## src/hdl/vde_pkg.sv

```systemverilog
`timescale 1ns / 1ps
`default_nettype none
package vde_pkg;
	localparam int unsigned MAX_LEN_DEF = 1024;
	localparam int unsigned DIST_W = 60;

	typedef enum logic [2:0] {
		MET_EUCLID = 3'd0,
		MET_EUCLID_SQ = 3'd1,
		MET_MANHATTAN = 3'd2,
		MET_CHEBYSHEV = 3'd3,
		MET_COSINE = 3'd4,
		MET_BRAY = 3'd5,
		MET_CANBERRA = 3'd6,
		MET_UNUSED = 3'd7
	} metric_t;

	typedef enum logic [1:0] {
		ST_OK = 2'd0,
		ST_ZERO_DIV = 2'd1,
		ST_TOO_LONG = 2'd2,
		ST_RSVD = 2'd3
	} status_t;

	localparam logic [DIST_W-1:0] DIST_MAX = {DIST_W{1'b1}};

	// One classified pair, as handed from the front end to the back end.
	typedef struct packed {
		logic        skip;
		metric_t     metric;
		logic [16:0] ad;
		logic [16:0] aa;
		logic [16:0] ab;
		logic [16:0] as_;
		logic signed [15:0] a;
		logic signed [15:0] b;
		logic        last;
	} pair_t;
endpackage
`default_nettype wire

```

## src/hdl/vde_front.sv

```systemverilog
`timescale 1ns / 1ps
`default_nettype none
module vde_front #(
	parameter int unsigned MAX_LEN = vde_pkg::MAX_LEN_DEF
) (
	input  wire                 clk,
	input  wire                 arst_n,
	input  wire                 in_valid,
	output logic                in_stall,
	input  wire signed [15:0]   elem_a,
	input  wire signed [15:0]   elem_b,
	input  wire                 last_pair,
	input  vde_pkg::metric_t    metric,
	output logic                q_valid,
	input  wire                 q_stall,
	output vde_pkg::pair_t      q_data
);
	import vde_pkg::*;
	localparam int CW = $clog2(MAX_LEN + 1);

	logic [CW-1:0] count_q;
	logic          acc;
	logic signed [16:0] d, s;
	logic [16:0] ad, aa, ab;

	always_comb begin
		d = 17'(elem_a) - 17'(elem_b);
		s = 17'(elem_a) + 17'(elem_b);
		ad = d[16] ? 17'(-d) : d;
		aa = elem_a[15] ? 17'(-17'(elem_a)) : 17'(elem_a);
		ab = elem_b[15] ? 17'(-17'(elem_b)) : 17'(elem_b);
	end

	assign in_stall = q_valid && q_stall;
	assign acc = in_valid && !in_stall;

	always_ff @(posedge clk or negedge arst_n) begin
		if (!arst_n) begin
			count_q <= '0;
			q_valid <= 1'b0;
		end else begin
			if (acc) begin
				q_valid <= 1'b1;
				if (last_pair) count_q <= '0;
				else if (count_q < CW'(MAX_LEN)) count_q <= count_q + 1'b1;
				else count_q <= count_q;
			end else if (!q_stall) begin
				q_valid <= 1'b0;
			end
		end
	end

	always_ff @(posedge clk) begin
		if (acc) begin
			q_data.skip <= (count_q >= CW'(MAX_LEN));
			q_data.metric <= metric;
			q_data.ad <= ad;
			q_data.aa <= aa;
			q_data.ab <= ab;
			q_data.as_ <= s[16] ? 17'(-s) : s;
			q_data.a <= elem_a;
			q_data.b <= elem_b;
			q_data.last <= last_pair;
		end
	end
endmodule
`default_nettype wire

```

## config.mk

```make
export PLATFORM = sky130hd
export DESIGN_NAME = vde_front
export DESIGN_NICKNAME = d
export VERILOG_FILES = /design/src/hdl/vde_pkg.sv /design/src/hdl/vde_front.sv
export SDC_FILE = /design/constraint.sdc
export NUM_CORES = 1
export LEC_CHECK = 0
export ABC_AREA = 1
export BUFFER_PORTS_ARGS = -buffer_cell sky130_fd_sc_hd__clkbuf_2
export CORE_MARGIN = 3
export CORE_UTILIZATION = 50
export DETAILED_ROUTE_END_ITERATION = 6
export GPL_ROUTABILITY_DRIVEN = 0
export PLACE_DENSITY = 0.77
export SETUP_SLACK_MARGIN = 0.05
export SLEW_MARGIN = 20
export SYNTH_ARGS = -nofsm -noshare
export SYNTH_HDL_FRONTEND = slang
export SYNTH_SLANG_ARGS = --single-unit
```

## constraint.sdc

```tcl
create_clock -name clk -period 3.05 [get_ports clk]
set_input_delay 0.4575 -clock clk [delete_from_list [all_inputs] [get_ports clk]]
set_output_delay 0.4575 -clock clk [all_outputs]
set_load 0.005 [all_outputs]
```

# Yosys cells after proc, flatten, opt, wreduce, memory -nomap -nowiden
# Cells that the tools add are included.
[totals] in_bits=40 output_inout_bits=107 register_bits=117
[classes] eq_ne=1 muxes=8 add_sub_neg=7 reduce_logical=5 n_lt_le_gt_ge=2
[op_table] cell="negation 16 -> 17 bit" n=2
[op_table] cell="negation 17 bit" n=2
[op_table] cell="2-to-1 mux 16 bit" n=2
[op_table] cell="2-to-1 mux 15 bit" n=2
[op_table] cell="2-to-1 mux 11 bit" n=2
[op_table] cell="adder 16 x 16 -> 17 bit" n=1
[op_table] cell="subtractor 16 x 16 -> 17 bit" n=1
[op_table] cell="adder 11 x 1 -> 11 bit, second input constant" n=1
[op_table] cell=">= comparator 11 bit, second input constant" n=1
[op_table] cell="< comparator 11 bit, second input constant" n=1
[op_table] cell="logical AND 1 bit" n=2
[op_table] cell="2-to-1 mux 1 bit" n=2
[op_table] cell="inequality test 2 x 1 -> 1 bit, second input constant" n=1
[op_table] cell="AND reduction 2 bit" n=1
[op_table] cell="nonzero test 2 bit" n=1
[op_table] cell="logical NOT 1 bit" n=1

# Depth between registers and ports, before layout
[logic_depth] depth_word=4 depth_mapped=20 ltp_nobuf=19

# Least setup slack after synthesis
# No wires, ideal clock.
[synth_timing] path_kind="input -> register" from="input port q_stall" to="register count_q[10]" t_arrival_ns=3.173 stages=7 setup_ns=0.072 t_required_ns=2.978 setup_slack_ns=-0.195 path_buffers=0 path_cell_list="nand2_1 -> nand2_1 -> inv_1 -> nand2_1 -> nor3_1 -> a21oi_1 -> nor2_1"
[synth_via] elab_chain_cells=4
[synth_rtl] element="start: declaration" line_no="vde_front.sv:15" rtl="input wire q_stall,"
[synth_rtl] element="logical AND 1 bit" line_no="vde_front.sv:34" rtl="assign in_stall = q_valid && q_stall;"
[synth_rtl] element="logical NOT 1 bit" line_no="vde_front.sv:35" rtl="assign acc = in_valid && !in_stall;"
[synth_rtl] element="logical AND 1 bit" line_no="vde_front.sv:35"
[synth_rtl] element="via acc" line_no="vde_front.sv:22" rtl="logic acc;"
[synth_rtl] element="AND reduction 2 bit (no line)"
[synth_rtl] element="end signal: assignment" line_no="vde_front.sv:45" rtl="else if (count_q < CW'(MAX_LEN)) count_q <= count_q + 1'b1;"
[synth_rtl] element="end signal: assignment" line_no="vde_front.sv:46" rtl="else count_q <= count_q;"
[synth_rtl] element="end: declaration" line_no="vde_front.sv:21" rtl="logic [CW-1:0] count_q;"
# The timed path passes the listed nets, and every way through them passes these cells.
# A chain may end at the register's enable or synchronous reset.

# Final worst setup path
[layout_timing] from="input port elem_a[0]" to="register q_data[96] (netlist name) (data pin)"
[layout_via] elab_chain_cells=3
[layout_rtl] element="start: declaration" line_no="vde_front.sv:10" rtl="input wire signed [15:0] elem_a,"
[layout_rtl] element="subtractor 16 x 16 -> 17 bit *" line_no="vde_front.sv:27" rtl="d = 17'(elem_a) - 17'(elem_b);"
[layout_rtl] element="negation 17 bit" line_no="vde_front.sv:29" rtl="ad = d[16] ? 17'(-d) : d;"
[layout_rtl] element="2-to-1 mux 16 bit *" line_no="vde_front.sv:29"
[layout_rtl] element="via ad[12]" line_no="vde_front.sv:24" rtl="logic [16:0] ad, aa, ab;"
[layout_rtl] element="end: declaration" line_no="vde_front.sv:16" rtl="output vde_pkg::pair_t q_data"
# The timed path passes the listed nets; every way through them passes the cells marked *.

==> summary.md <==
| Metric | Value |
|---|---|
| CTS Buf Count | 17 |
| Hpwl dp | 13,400 um |
| Clock Skew | around 5 ps |
| Root Driver | clkbuf_16 |
| N_diodes | 0 |
| Slew headroom | 0.581 |
| Post-Synth XOR/XNOR Area | 0.0607 |
| Die height | about 130 um |
| Clock Sinks | 114 |
| Multiplexer area fraction after synthesis | 0 |
| Die area | 15,900 um^2 |
| Leakage power total | between 0.004 and 0.005 uW |
| Ratio of cells with drive above 1 in the final layout | 0.252 |
| PwrDens | 598 nW/um^2 |
| Seq/Total Area, Yosys | 0.468 |
| Post-Synth Simple-Gate Area | 0.250 |
| Finish-stage setup viols | 0 |
| Yosys top cell area share | 0.426 |
| H-tree depth | 4 |
| Row cnt | between 40 and 50 |
| Clock period minus worst slack | between 2000 and 3000 ps |
| Synth Area in Compound Gates | 0.0651 |
| Via count | 5,952 |
| Fin. max-slew vios | 0 |
| Cells after Synth | 804 |
| Final Hold Viols | 0 |
| Post-route ant nets | 0 |
| Max VDD drop | around 0.0005 V |
| Critical Path AT | approximately 2900 ps |
| Combinational family with the most area after synthesis | simple AND/OR/NAND/NOR gates |
| Critical path class | primary input to register |
| Critical path endpoint category | register |
| Drt pass-1 iters | 5 |
| EDFF count, synth | 102 |
| Syn-to-layout area delta | 21.0% |
| Antenna violations before repair | 0 |
| Vias in the first global route | just under 6,000 |
| Pin slew with the least headroom to its limit | between 600 and 700 ps |
| Chip Width | 126 um |
| Cells after DPL | 1,117 |
| Hold Path Class | primary input to register |
| CTS tree | yes |
| Post-route DRC | 0 |
| GRT Util Overall | 0.225 |
| Power Total | between 5000 and 6000 uW |
| Synth Area per Inst | a little under 9 um^2 |
| CP Data Required Time | between 3000 and 4000 ps |
| DR iter-0 viols | roughly 390 |
| First-pass GRT wire length | roughly 28,000 um |
| Yosys warns | 0 |
| CP Max Fanout | 4 |
| Flops & latches, synth | roughly 110 |
| RSZ-0062 raised after global routing | false |
| Clock Pin Slew Worst Setup and Hold Paths | ~50 ps |
| Maxcap violations | 0 |
| Setup TNS | 0 ps |
| Highest clock rate | around 370 MHz |
| Number of port buffers | between 100 and 150 |
| Initial Utilization | 0.514 |
| Largest net degree at the start of global routing | 37 |
| Vias/cell | a little over 5 |
| Ys flop type | edfxtp_1 |
| Top Ports | ~150 |
| Global route overflow | 0 |
| Total core area | around 14,000 um^2 |
| Adder-Cell Fraction of Synth Area | 0.0717 |
| NumNets Final | about 1,000 |
| Final Util | 0.622 |
| Post-Syn Area | 7190 um^2 |
| Post-Route WL | 17,300 um |
| Period utilisation layout | 0.886 |
| Clock Path Buffers | 2 |
| Post-CTS setup buffers | 0 |
| Dominant cell type by area after synthesis | edfxtp_1 |
| Run status | complete, no violations |
| Insertion delay of the later-clocked pin in the worst-skew pair | approximately 420 ps |
| Area contributors post-synth | edfxtp_1 (43%), nand2_1 (10%), ha_1 (6.6%) |
| CP startpoint kind | primary input |
| Synth unique cells | 42 |
| DR WL/cell | approximately 15 um |
| Post-synth ARST share | 0.105 |
| Final Non-Filler Cells | roughly 1,200 |
[sequential cells by signal, indices dropped and copies added (netlist names)]
| register | count |
|---|---|
| q_data | 102 |
| count_q | 11 |
| q_valid | 1 |
[layer usage]
layer	part of all wire	wire, um	vias to the layer above	GRT usage
met5	0	0	-	0
met4	0.027	476	0	0.0978
met3	0.076	1320	37	0.0687
met2	0.48	8350	224	0.373
met1	0.41	7200	2739	0.270
li1	-	-	2952	-
[cells in the mapped netlist (5+ instances only)]
| cell type | n |
|---|---|
| nand2_2 | 20 |
| o21ai_0 | 18 |
| nand4_1 | 16 |
| a21oi_2 | 5 |
| dfrtp_1 | 12 |
| nand3_1 | 49 |
| nand2_1 | 195 |
| xor2_1 | 35 |
| nor2_1 | 59 |
| inv_1 | 108 |
| inv_2 | 5 |
| nor2_2 | 10 |
| xnor2_1 | 13 |
| nand3_2 | 7 |
| edfxtp_1 | 102 |
| o21ai_1 | 5 |
| nor3_1 | 10 |
| a21oi_1 | 34 |
| buf_6 | 9 |
| ha_1 | 38 |
| buf_4 | 8 |
| nor4_1 | 6 |
[cell usage in the layout (no fill, tap or decap), types with 3 or more instances in the layout]
master      netlist  routed
nand2_1         195     195
clkbuf_2          0     146
inv_1           108     107
edfxtp_1        102     102
nor2_1           59      59
nand3_1          49      49
ha_1             38      38
xor2_1           35      35
a21oi_1          34      34
nand2_2          20      20
o21ai_0          18      18
clkbuf_16         0      17
nand4_1          16      16
xnor2_1          13      13
dfrtp_1          12      12
nor3_1           10      10
nor2_2           10      10
nand3_2           7       7
nor4_1            6       6
inv_2             5       5
o21ai_1           5       5
a21oi_2           5       5
bufinv_16         0       5
buf_4             8       5
o31ai_1           4       4
nor2_4            4       4
nand2_4           4       4
clkinv_1          0       4
nor3_2            3       3
o21a_1            3       3
clkinvlp_4        0       3
buf_12            0       3
[cell type report]
class                      instances  area (um^2)
clock inverter                    13          190
clock buffer                      19          433
multi-input combinational        556         3230
fill                            1194         5290
inverter                         113          428
tap                              180          225
sequential                       114         3360
timing repair buffer             155          838
[where the power goes]
group	switching (uW)	total, uW	internal [uW]
registers	43.2	1960	1910
logic	720	1130	408
clock network	687	2120	1430
[kinds of logic after synthesis]
kind of cell,count (synthesis)
adders and majority gates,40
and+or+nand+nor,387
other,1
xor gates and xnor gates,49
DFF,114
AOI/OAI and AO/OA,78
buffers and inverters,135
[final timing paths]
path                            start          end  slack [ps]  cells past startpoint
max reg2reg                   q_valid    q_data[5]        1070                      4
max                         elem_a[0]   q_data[96]         350                     16
min                         metric[0]  q_data[101]         210                      1
min reg2reg                count_q[9]   count_q[9]         520                      1
max in group asynchronous      arst_n   count_q[8]        2360                      2
min in group asynchronous      arst_n   count_q[5]         460                      2
[worst max-delay path, cell delays in order]
cell      delay, ps
clkbuf_2        140
inv_1           110
ha_1            240
fa_1            390
inv_1            90
nand3_1          90
nand2_2         140
nand2_1          80
nand2_1         150
nand2_1          80
nand2_1         140
nand2_1          70
nor2_1          320
nand3_1         210
nand4_1         120
nand2_1          60
[per-stage QoR]
step                      hold WS (ps)  setup WS [ps]  instance area (um^2)
after global placement             358           54.6                  8070
after floorplan                    162            329                  7200
final                              213            349                  8700
after global routing               195            160                  8700
after CTS                          196            431                  8700
after detailed placement           362           11.4                  8070
[what timing repair did]
action | CTS | global route
gates resized for setup | 0 | 0
hold buffers | 1 | 0
hold endpoints to repair | 12 | 0
Power figures use the tool's default switching activity.
