===== src/hdl/vde_pkg.sv =====
`timescale 1ns / 1ps
`default_nettype none
package vde_pkg;
	localparam int unsigned MAX_LEN_DEF = 1024;
	localparam int unsigned DIST_W = 60;

	typedef enum logic [2:0] {
		MET_EUCLID = 3'd0,
		MET_EUCLID_SQ = 3'd1,
		MET_MANHATTAN = 3'd2,
		MET_CHEBYSHEV = 3'd3,
		MET_COSINE = 3'd4,
		MET_BRAY = 3'd5,
		MET_CANBERRA = 3'd6,
		MET_UNUSED = 3'd7
	} metric_t;

	typedef enum logic [1:0] {
		ST_OK = 2'd0,
		ST_ZERO_DIV = 2'd1,
		ST_TOO_LONG = 2'd2,
		ST_RSVD = 2'd3
	} status_t;

	localparam logic [DIST_W-1:0] DIST_MAX = {DIST_W{1'b1}};

	// One classified pair, as handed from the front end to the back end.
	typedef struct packed {
		logic        skip;
		metric_t     metric;
		logic [16:0] ad;
		logic [16:0] aa;
		logic [16:0] ab;
		logic [16:0] as_;
		logic signed [15:0] a;
		logic signed [15:0] b;
		logic        last;
	} pair_t;
endpackage
`default_nettype wire


===== src/hdl/vde_fifo.sv =====
`timescale 1ns / 1ps
`default_nettype none
module vde_fifo (
	input  wire              clk,
	input  wire              arst_n,
	input  wire              in_valid,
	output logic             in_stall,
	input  vde_pkg::pair_t   in_data,
	output logic             out_valid,
	input  wire              out_stall,
	output vde_pkg::pair_t   out_data
);
	import vde_pkg::*;
	pair_t mem_q [4];
	logic [1:0] wp_q, rp_q;
	logic [2:0] cnt_q;
	logic wr, rd;

	assign in_stall = (cnt_q == 3'd4);
	assign out_valid = (cnt_q != 3'd0);
	assign out_data = mem_q[rp_q];
	assign wr = in_valid && !in_stall;
	assign rd = out_valid && !out_stall;

	always_ff @(posedge clk) begin
		if (wr) mem_q[wp_q] <= in_data;
	end

	always_ff @(posedge clk or negedge arst_n) begin
		if (!arst_n) begin
			wp_q <= '0;
			rp_q <= '0;
			cnt_q <= '0;
		end else begin
			if (wr) wp_q <= wp_q + 1'b1;
			if (rd) rp_q <= rp_q + 1'b1;
			cnt_q <= cnt_q + 3'(wr) - 3'(rd);
		end
	end
endmodule
`default_nettype wire


===== config.mk =====
export PLATFORM = sky130hd
export DESIGN_NAME = vde_fifo
export DESIGN_NICKNAME = d
export VERILOG_FILES = /design/src/hdl/vde_pkg.sv /design/src/hdl/vde_fifo.sv
export SDC_FILE = /design/constraint.sdc
export NUM_CORES = 1
export LEC_CHECK = 0
export BUFFER_PORTS_ARGS = -buffer_cell sky130_fd_sc_hd__buf_2
export CORE_MARGIN = 1.5
export CORE_UTILIZATION = 45
export DETAILED_ROUTE_END_ITERATION = 10
export PLACE_DENSITY_LB_ADDON = 0.05
export RECOVER_POWER = 100
export SYNTH_ARGS = -nofsm -noshare
export SYNTH_HDL_FRONTEND = slang
export SYNTH_SLANG_ARGS = --single-unit

===== constraint.sdc =====
create_clock -name clk -period 4 [get_ports clk]
set_input_delay 1 -clock clk [delete_from_list [all_inputs] [get_ports clk]]
set_output_delay 1 -clock clk [all_outputs]
set_load 0.02 [all_outputs]

Word-level counts from Yosys, hierarchy flattened

Memory sizes are Yosys's and may differ from the RTL's.
Cells that the tools add are included.

$add $sub $neg: 4
$mul: 0
Divide/modulo/power cells: 0
Magnitude comparators: 0
Equality and inequality tests: 1
Shift-type cells: 0
Mux-type cells: 2
Bitwise logic cells: 0
Reduce and logical (&&, ||, !) cells: 5

Operators with widths:

| kind                | number |
|---|---|
| $add 2x1->2 const B | 2 |
| $add 3x1->3         | 1 |
| $eq 3x3->1 const B  | 1 |
| $reduce_bool 3->1   | 1 |
| $sub 3x1->3         | 1 |
| $logic_and 1x1->1   | 2 |
| $logic_not 1->1     | 2 |
| $mux 1              | 2 |

Register bits: 7
Bits in latches: 0
RAM bits: 420
ROM bits: 0
Bits of input ports: 109
Output and inout bits: 107
Word-level logic and storage cells: 16
Memories kept: 1

Memories:

| name  | depth | width | read ports | clocked after memory_dff | wr ports | RTL line       | RTL |
|---|---|---|---|---|---|---|---|
| mem_q | 4     | 105   | 1          | 0                        | 1        | vde_fifo.sv:14 | `pair_t mem_q [4];` |

Longest topological paths before layout

Gate-level depths: netlist of the first run.

Depth after elaboration: 5
Mapped depth: 10
Gate-level depth less buffers: 10

Worst setup path before layout of the first run

No wires, ideal clock.

Kind: input-to-reg
Start: input port in_valid
End: memory mem_q[0][0] (netlist name) (enable)
Library setup time: 0.476 ns
Data arrival time: 3.783 ns
Required time: 3.524 ns
Slack: -0.259 ns
Cell stages on the path: 2
Path buffers: 0
Path through: nor2b_1 -> and2_1

Longest elaborated chain between the ends: 3

Ends and longest elaborated chain:

| element                      | RTL line       | RTL |
|---|---|---|
| start: declaration           | vde_fifo.sv:6  | `input wire in_valid,` |
| $logic_and 1x1->1            | vde_fifo.sv:22 | `assign wr = in_valid && !in_stall;` |
| $mux 1                       | vde_fifo.sv:26 | `if (wr) mem_q[wp_q] <= in_data;` |
| $mux 1 (not written as such) | vde_fifo.sv:26 |  |
| end: declaration             | vde_fifo.sv:14 |  |

No other way between the ends.

==> results of run 1 <==
## area by class of cell
class | count | area (µm²) | area share
Antenna cell | 1 | 2.50 | 0.000136
Clock buffer | 62 | 1210 | 0.0659
Clock inverter | 17 | 140 | 0.00763
Inverter | 7 | 26.3 | 0.00143
Multi-Input combinational cell | 128 | 2570 | 0.140
Sequential cell | 427 | 12800 | 0.696
Tap cell | 448 | 561 | 0.0305
Timing Repair Buffer | 234 | 1060 | 0.0579
## state kept, by name, indices dropped and copies added (netlist names)
| signal | count |
|---|---|
| wp_q | 2 |
| cnt_q | 3 |
| mem_q | 420 |
| rp_q | 2 |
## cell usage after synthesis
cell and number:
edfxtp_1 420, mux4_2 105, buf_2 13, dfrtp_1 7, inv_1 7, ha_1 6
clkbuf_1 5, and2_1 4, buf_6 4, xnor2_1 3, nor3b_1 2, xor2_1 2
buf_4 1, buf_8 1, fa_1 1, nand2_1 1, nor2_1 1, nor2b_1 1
nor3_1 1, o22ai_1 1
## metrics by stage
stage | worst slack [ns] | util | cells | total power, W | hold WS (ns)
floorplan | 0.891 | - | 586 | 0.00934 | 0.503
global placement | 1.09 | 0.513 | 1244 | 0.0109 | 0.514
detailed placement | 1.02 | 0.513 | 1244 | 0.0110 | 0.525
CTS | 0.483 | 0.553 | 1323 | 0.0148 | 0.273
global route | 0.210 | 0.544 | 1323 | 0.0150 | 0.365
finish | 0.403 | 0.544 | 1324 | 0.0144 | 0.360
## path summary, 6_finish.rpt
| check | to | slack (ns) | startpoint | cells after the start |
|---|---|---|---|---|
| max in group asynchronous | rp_q[0] | 3.32 | arst_n | 1 |
| worst min register to register | cnt_q[0] | 0.54 | cnt_q[0] | 1 |
| min in group clk | cnt_q[0] | 0.54 | cnt_q[0] | 1 |
| worst max register to register | mem_q[3][76] | 0.44 | cnt_q[2] | 4 |
| worst max-delay path | out_data[40] | 0.40 | rp_q[1] | 3 |
| worst min-delay path | cnt_q[2] | 0.36 | arst_n | 1 |
## critical path, stage by stage (launching register included)
cell and delay [ns]:
dfrtp_2 0.89, clkbuf_2 0.54, mux4_2 0.42, clkbuf_1 0.20
## metal layers
| metal | track usage | share of wire |
|---|---|---|
| met5 | 0 | 0.0015 |
| met4 | 0.0455 | 0.020 |
| met3 | 0.0512 | 0.075 |
| met2 | 0.284 | 0.50 |
| met1 | 0.217 | 0.40 |
## cell families after synthesis
group,Yosys count,synth area share
adders and majority gates,7,0.00612
buffers and inverters,31,0.0114
xor gates and xnor gates,5,0.00282
and+or+nand+nor,10,0.00378
AOI/OAI and AO/OA,1,0.000403
DFF,427,0.823
muxes,105,0.152
## power breakdown
| part | switching (W) | internal (W) | total, W |
|---|---|---|---|
| clock | 0.00156 | 0.00224 | 0.00379 |
| sequential | 0.000319 | 0.00591 | 0.00623 |
| combinational | 0.00269 | 0.00165 | 0.00434 |
| total | 0.00456 | 0.00980 | 0.0144 |
==> results.md, run 1 <==
* NumNets Final at between 900 and 1k
* Unique masters post-synth at 20
* Commonest non-fill, non-tap cells in the layout: 420 x edfxtp_1, 228 x clkbuf_1, 105 x mux4_2
* Starting Density at 0.460
* Crit path time final at approximately 3.6 ns
* Worst Max-Slew Pin Slew at approximately 2.3 ns
* Drt initial violations at around 330
* Share of post-route cells with drive strength above 1 at 0.211
* DRC at 0
* PwrDens at 782 nW/µm²
* Routed via count at 6964
* Final Cell Area at 18400 µm²
* Clock-pin slew of the registers on the worst-case setup and hold paths at ~0.060 ns
* CTS tree: done
* TNS Setup at 0 ns
* Crit path arrival time at 2.60 ns
* ANT nets after route at 0
* Clk_lat worst skew at approximately 0.53 ns
* Final setup fails at 0
* CP startpoint kind: flip-flop
* Initial antenna violation count at 4
* I/O pins at ~220
* Die H at roughly 190 µm
* Largest net degree at the start of global routing at 56
* Syn Inst Count at around 590
* Area Overhead vs Synth at 18.2%
* Total die area at between 30000 and 40000 µm²
* Synth Area per Inst at around 27 µm²
* Synth Net Count at between 700 and 800
* Worst Skew at ~0.022 ns
* Setup CP Type: reg2out
* Synth top area share at 0.812
* HP Class: in2async
* Failing checks: capacitance limit, slew limit
* Cell taking the most area after synthesis: edfxtp_1
* Critical path endpoint category: primary output
* First-pass GRT wire length at 45.2 mm
* Static leakage at slightly below 6 nW
* Vias in the first global route at roughly 7.6k
* Wirelength per Cell at ~22 µm
* H-tree depth at 2
* Final Hold Fails at 0
* Commonest non-fill, non-tap cell in the layout: edfxtp_1
* Count of state elements after synthesis at about 430
* Final WL at between 20 and 30 mm
* Post-CTS setup buffer count at 0
* Clock Sinks at 427
* Final max-slew violation count at roughly 130
* Total Routing Usage GR at 0.170
* Worst vdd ir at 0.000394 V
* Clock buffer count from CTS at 44
* Slew Limit Headroom at -0.536
* Synth area leaders: edfxtp_1 81%, mux4_2 15%, dfrtp_1 1.1%, ha_1 0.48%, buf_2 0.42%
* Max FO, Critical Path at 30
* HPWL after DPL at about 18 mm
* RD Place Congestion at 0.730
* FMAX at 0.278 GHz
* Post-synthesis sequential area ratio at 0.823
* Post-CTS Hold Buffers at 0
* Fill cell count at between 2k and 3k
* Max Cap Viol at 4
* YS warnings at 0
* Row count at 67
* Routed vias/inst at around 5.3
* Buffer depth of the longest clock path at 3
* Placed cell area at 17300 µm²
* Die Wd at about 190 µm
* PostCTS Resize Cnt at 0
* Port Buf Inserts at between 200 and 250
* Pre-antenna DRT Iters at 4
* CTS root buf: clkbuf_16
* Status: complete, but fails checks
* Critical Path RT at 3.00 ns
* Grt total ovfl at 0
* Final Cycle Share at 0.899
* Core Area at roughly 34000 µm²
* Syn Std Cell Area at 15500 µm²
* RSZ-0062 raised after global routing: no
Note: power is estimated with default switching activity, not from simulation.
==> run 2, diff against run 1 <==
==> constraint.sdc (replaced) <==
create_clock -name clk -period 4 [get_ports clk]
set_input_delay 1 -clock clk [delete_from_list [all_inputs] [get_ports clk]]
set_output_delay 1 -clock clk [all_outputs]
set_load 0.005 [all_outputs]
==> results.md, run 2 (synthesized netlist as in run 1, its figures left out) <==
* Status: complete, but fails checks
* Failing checks: capacitance limit, slew limit
* Grt total ovfl at 0 (unchanged)
* Setup CP Type: reg2reg
* Fin cells at 1319 (-0.38%)
* Die H at 189 µm (unchanged)
* Drt initial violations at 399 (+20%)
* Total die area at 35600 µm² (unchanged)
* Critical Path RT at 4.16 ns (+1.16 ns)
* First-pass GRT wire length at 44.8 mm (-0.79%)
* Slowest stage delay, CP at 1.40 ns (+0.51 ns)
* H-tree depth at 2 (unchanged)
* Post-CTS setup buffer count at 0 (unchanged)
* NumNets Final at 954 (-0.42%)
* Largest registers: mem_q x420, cnt_q x3
* Share of post-route cells with drive strength above 1 at 0.272 (+0.0610)
* Dpl ws at 1.04 ns (+0.0129 ns)
* Final Cycle Share at 0.881 (-0.0180)
* Post-CTS Hold Buffers at 0 (unchanged)
* CTS root buf: clkbuf_16
* Crit path time final at 3.52 ns (-0.0721 ns)
* Static leakage at 5.94 nW (+3.1%)
* RD Place Congestion at 0.760 (+4.1%)
* Commonest non-fill, non-tap cells in the layout: 420 x edfxtp_1, 168 x clkbuf_1, 105 x mux4_2
* Final max-slew violation count at 113 (-14%)
* FMAX at 0.284 GHz (+2.0%)
* Crit path arrival time at 3.68 ns (+1.08 ns)
* Pre-antenna DRT Iters at 4 (unchanged)
* Area Overhead vs Synth at 19.2%
* R2R setup slack at 0.48 ns (+0.04 ns)
* Clock-pin slew of the registers on the worst-case setup and hold paths at 0.06 ns (about the same)
* Total Routing Usage GR at 0.169 (-0.000505)
* CP startpoint kind: flip-flop
* ANT nets after route at 0 (unchanged)
* PostCTS Resize Cnt at 0 (unchanged)
* Final Hold Fails at 0 (unchanged)
* Max FFs per register at 420 (unchanged)
* Slew Limit Headroom at -0.439 (+0.0961)
* Worst vdd ir at 0.000463 V (+18%)
* Top reg by flops: mem_q
* CTS tree: done
* Max Cap Viol at 4 (unchanged)
* Routed via count at 6927 (-0.53%)
* Clock Sinks at 427 (unchanged)
* I/O pins at 216 (unchanged)
* HPWL after DPL at 18.0 mm (-2.6%)
* Final Power at 0.0139 W (-3.4%)
* Critical path endpoint category: flip-flop
* HP Class: in2async
* RSZ-0062 raised after global routing: no
* Port Buf Inserts at 215 (unchanged)
* Final setup fails at 0 (unchanged)
* Final Core Density at 0.548 (+0.00426)
* DRC at 0 (unchanged)
* TNS Setup at 0 ns (unchanged)
* Wirelength per Cell at 22.4 µm (+0.57%)
* Max FO, Critical Path at 33 (+10%)
* Buffer depth of the longest clock path at 3 (unchanged)
* Crit-path cells: nor3b_1 > nor2b_1 > and2_1 > clkbuf_2
* Core Area at 33800 µm² (unchanged)
* PwrDens at 749 nW/µm² (-4.2%)
* Worst Max-Slew Pin Slew at 2.16 ns (-0.144 ns)
* Die Wd at 189 µm (unchanged)
* Starting Density at 0.460 (unchanged)
* Row count at 67 (unchanged)
* Largest net degree at the start of global routing at 66 (+18%)
* Placed insts at 1240 (-0.32%)
* Final WL at 29.5 mm (+0.19%)
* Initial antenna violation count at 3 (-1)
* Vias in the first global route at 7406 (-1.9%)
* Worst Skew at 0.0106 ns (-0.0113 ns)
* Commonest non-fill, non-tap cell in the layout: edfxtp_1
* Routed vias/inst at 5.25 (-0.15%)
* Fill cell count at 2636 (-1.6%)
* Fin worst setup slack at 0.475 ns (+0.0721 ns)
* Worst path slowest cell: and2_1
* Clk_lat worst skew at 0.53 ns (about the same)
* Clock buffer count from CTS at 44 (unchanged)
==> run 2: power by group <==
part	leakage (nW)	internal, W	switching, W	total (W)
Combinational	1.29	0.00170	0.00185	0.00355
Sequential	3.93	0.00591	0.000322	0.00623
Clock	0.727	0.00250	0.00159	0.00409
Total	5.94	0.0101	0.00376	0.0139
==> run 2: final cells by class <==
class	count	area, µm²	area share
Antenna cell	1	2.50	0.000135
Clock buffer	48	1140	0.0614
Clock inverter	30	324	0.0175
Inverter	7	26.3	0.00142
Multi-Input combinational cell	128	2570	0.139
Sequential cell	427	12800	0.691
Tap cell	448	561	0.0303
Timing Repair Buffer	230	1100	0.0594
==> run 2: metrics by stage <==
| step | cell area (µm²) | hold WS, ns |
|---|---|---|
| 6_report | 18500 | 0.360 |
| 3_3_place_gp | 17300 | 0.516 |
| 5_1_grt | 18500 | 0.370 |
| 4_1_cts | 18700 | 0.274 |
| 3_5_place_dp | 17300 | 0.525 |
| 2_1_floorplan | 15500 | 0.503 |
==> run 2: worst max-delay path: cells and delay by family, from the launching register on <==
kind	cells	cell delay (ns)
and+or+nand+nor	3	1.94
buffers and inverters	1	0.77
DFF	1	0.40
==> run 2: layer usage <==
layer / global-route usage / wire [µm] / up-vias
li1: - / - / 3034
met1: 0.217 / 11900 / 3619
met2: 0.280 / 14700 / 215
met3: 0.0486 / 2180 / 55
met4: 0.0562 / 714 / 4
met5: 0 / 27 / -
==> run 2: final timing paths <==
check	start	endpoint	depth (start not counted)
max	cnt_q[2]	mem_q[0][21]	4
min	arst_n	wp_q[0]	1
max reg2reg	cnt_q[2]	mem_q[0][21]	4
min reg2reg	cnt_q[0]	cnt_q[0]	1
max in group asynchronous	arst_n	rp_q[0]	1
min in group clk	cnt_q[0]	cnt_q[0]	1
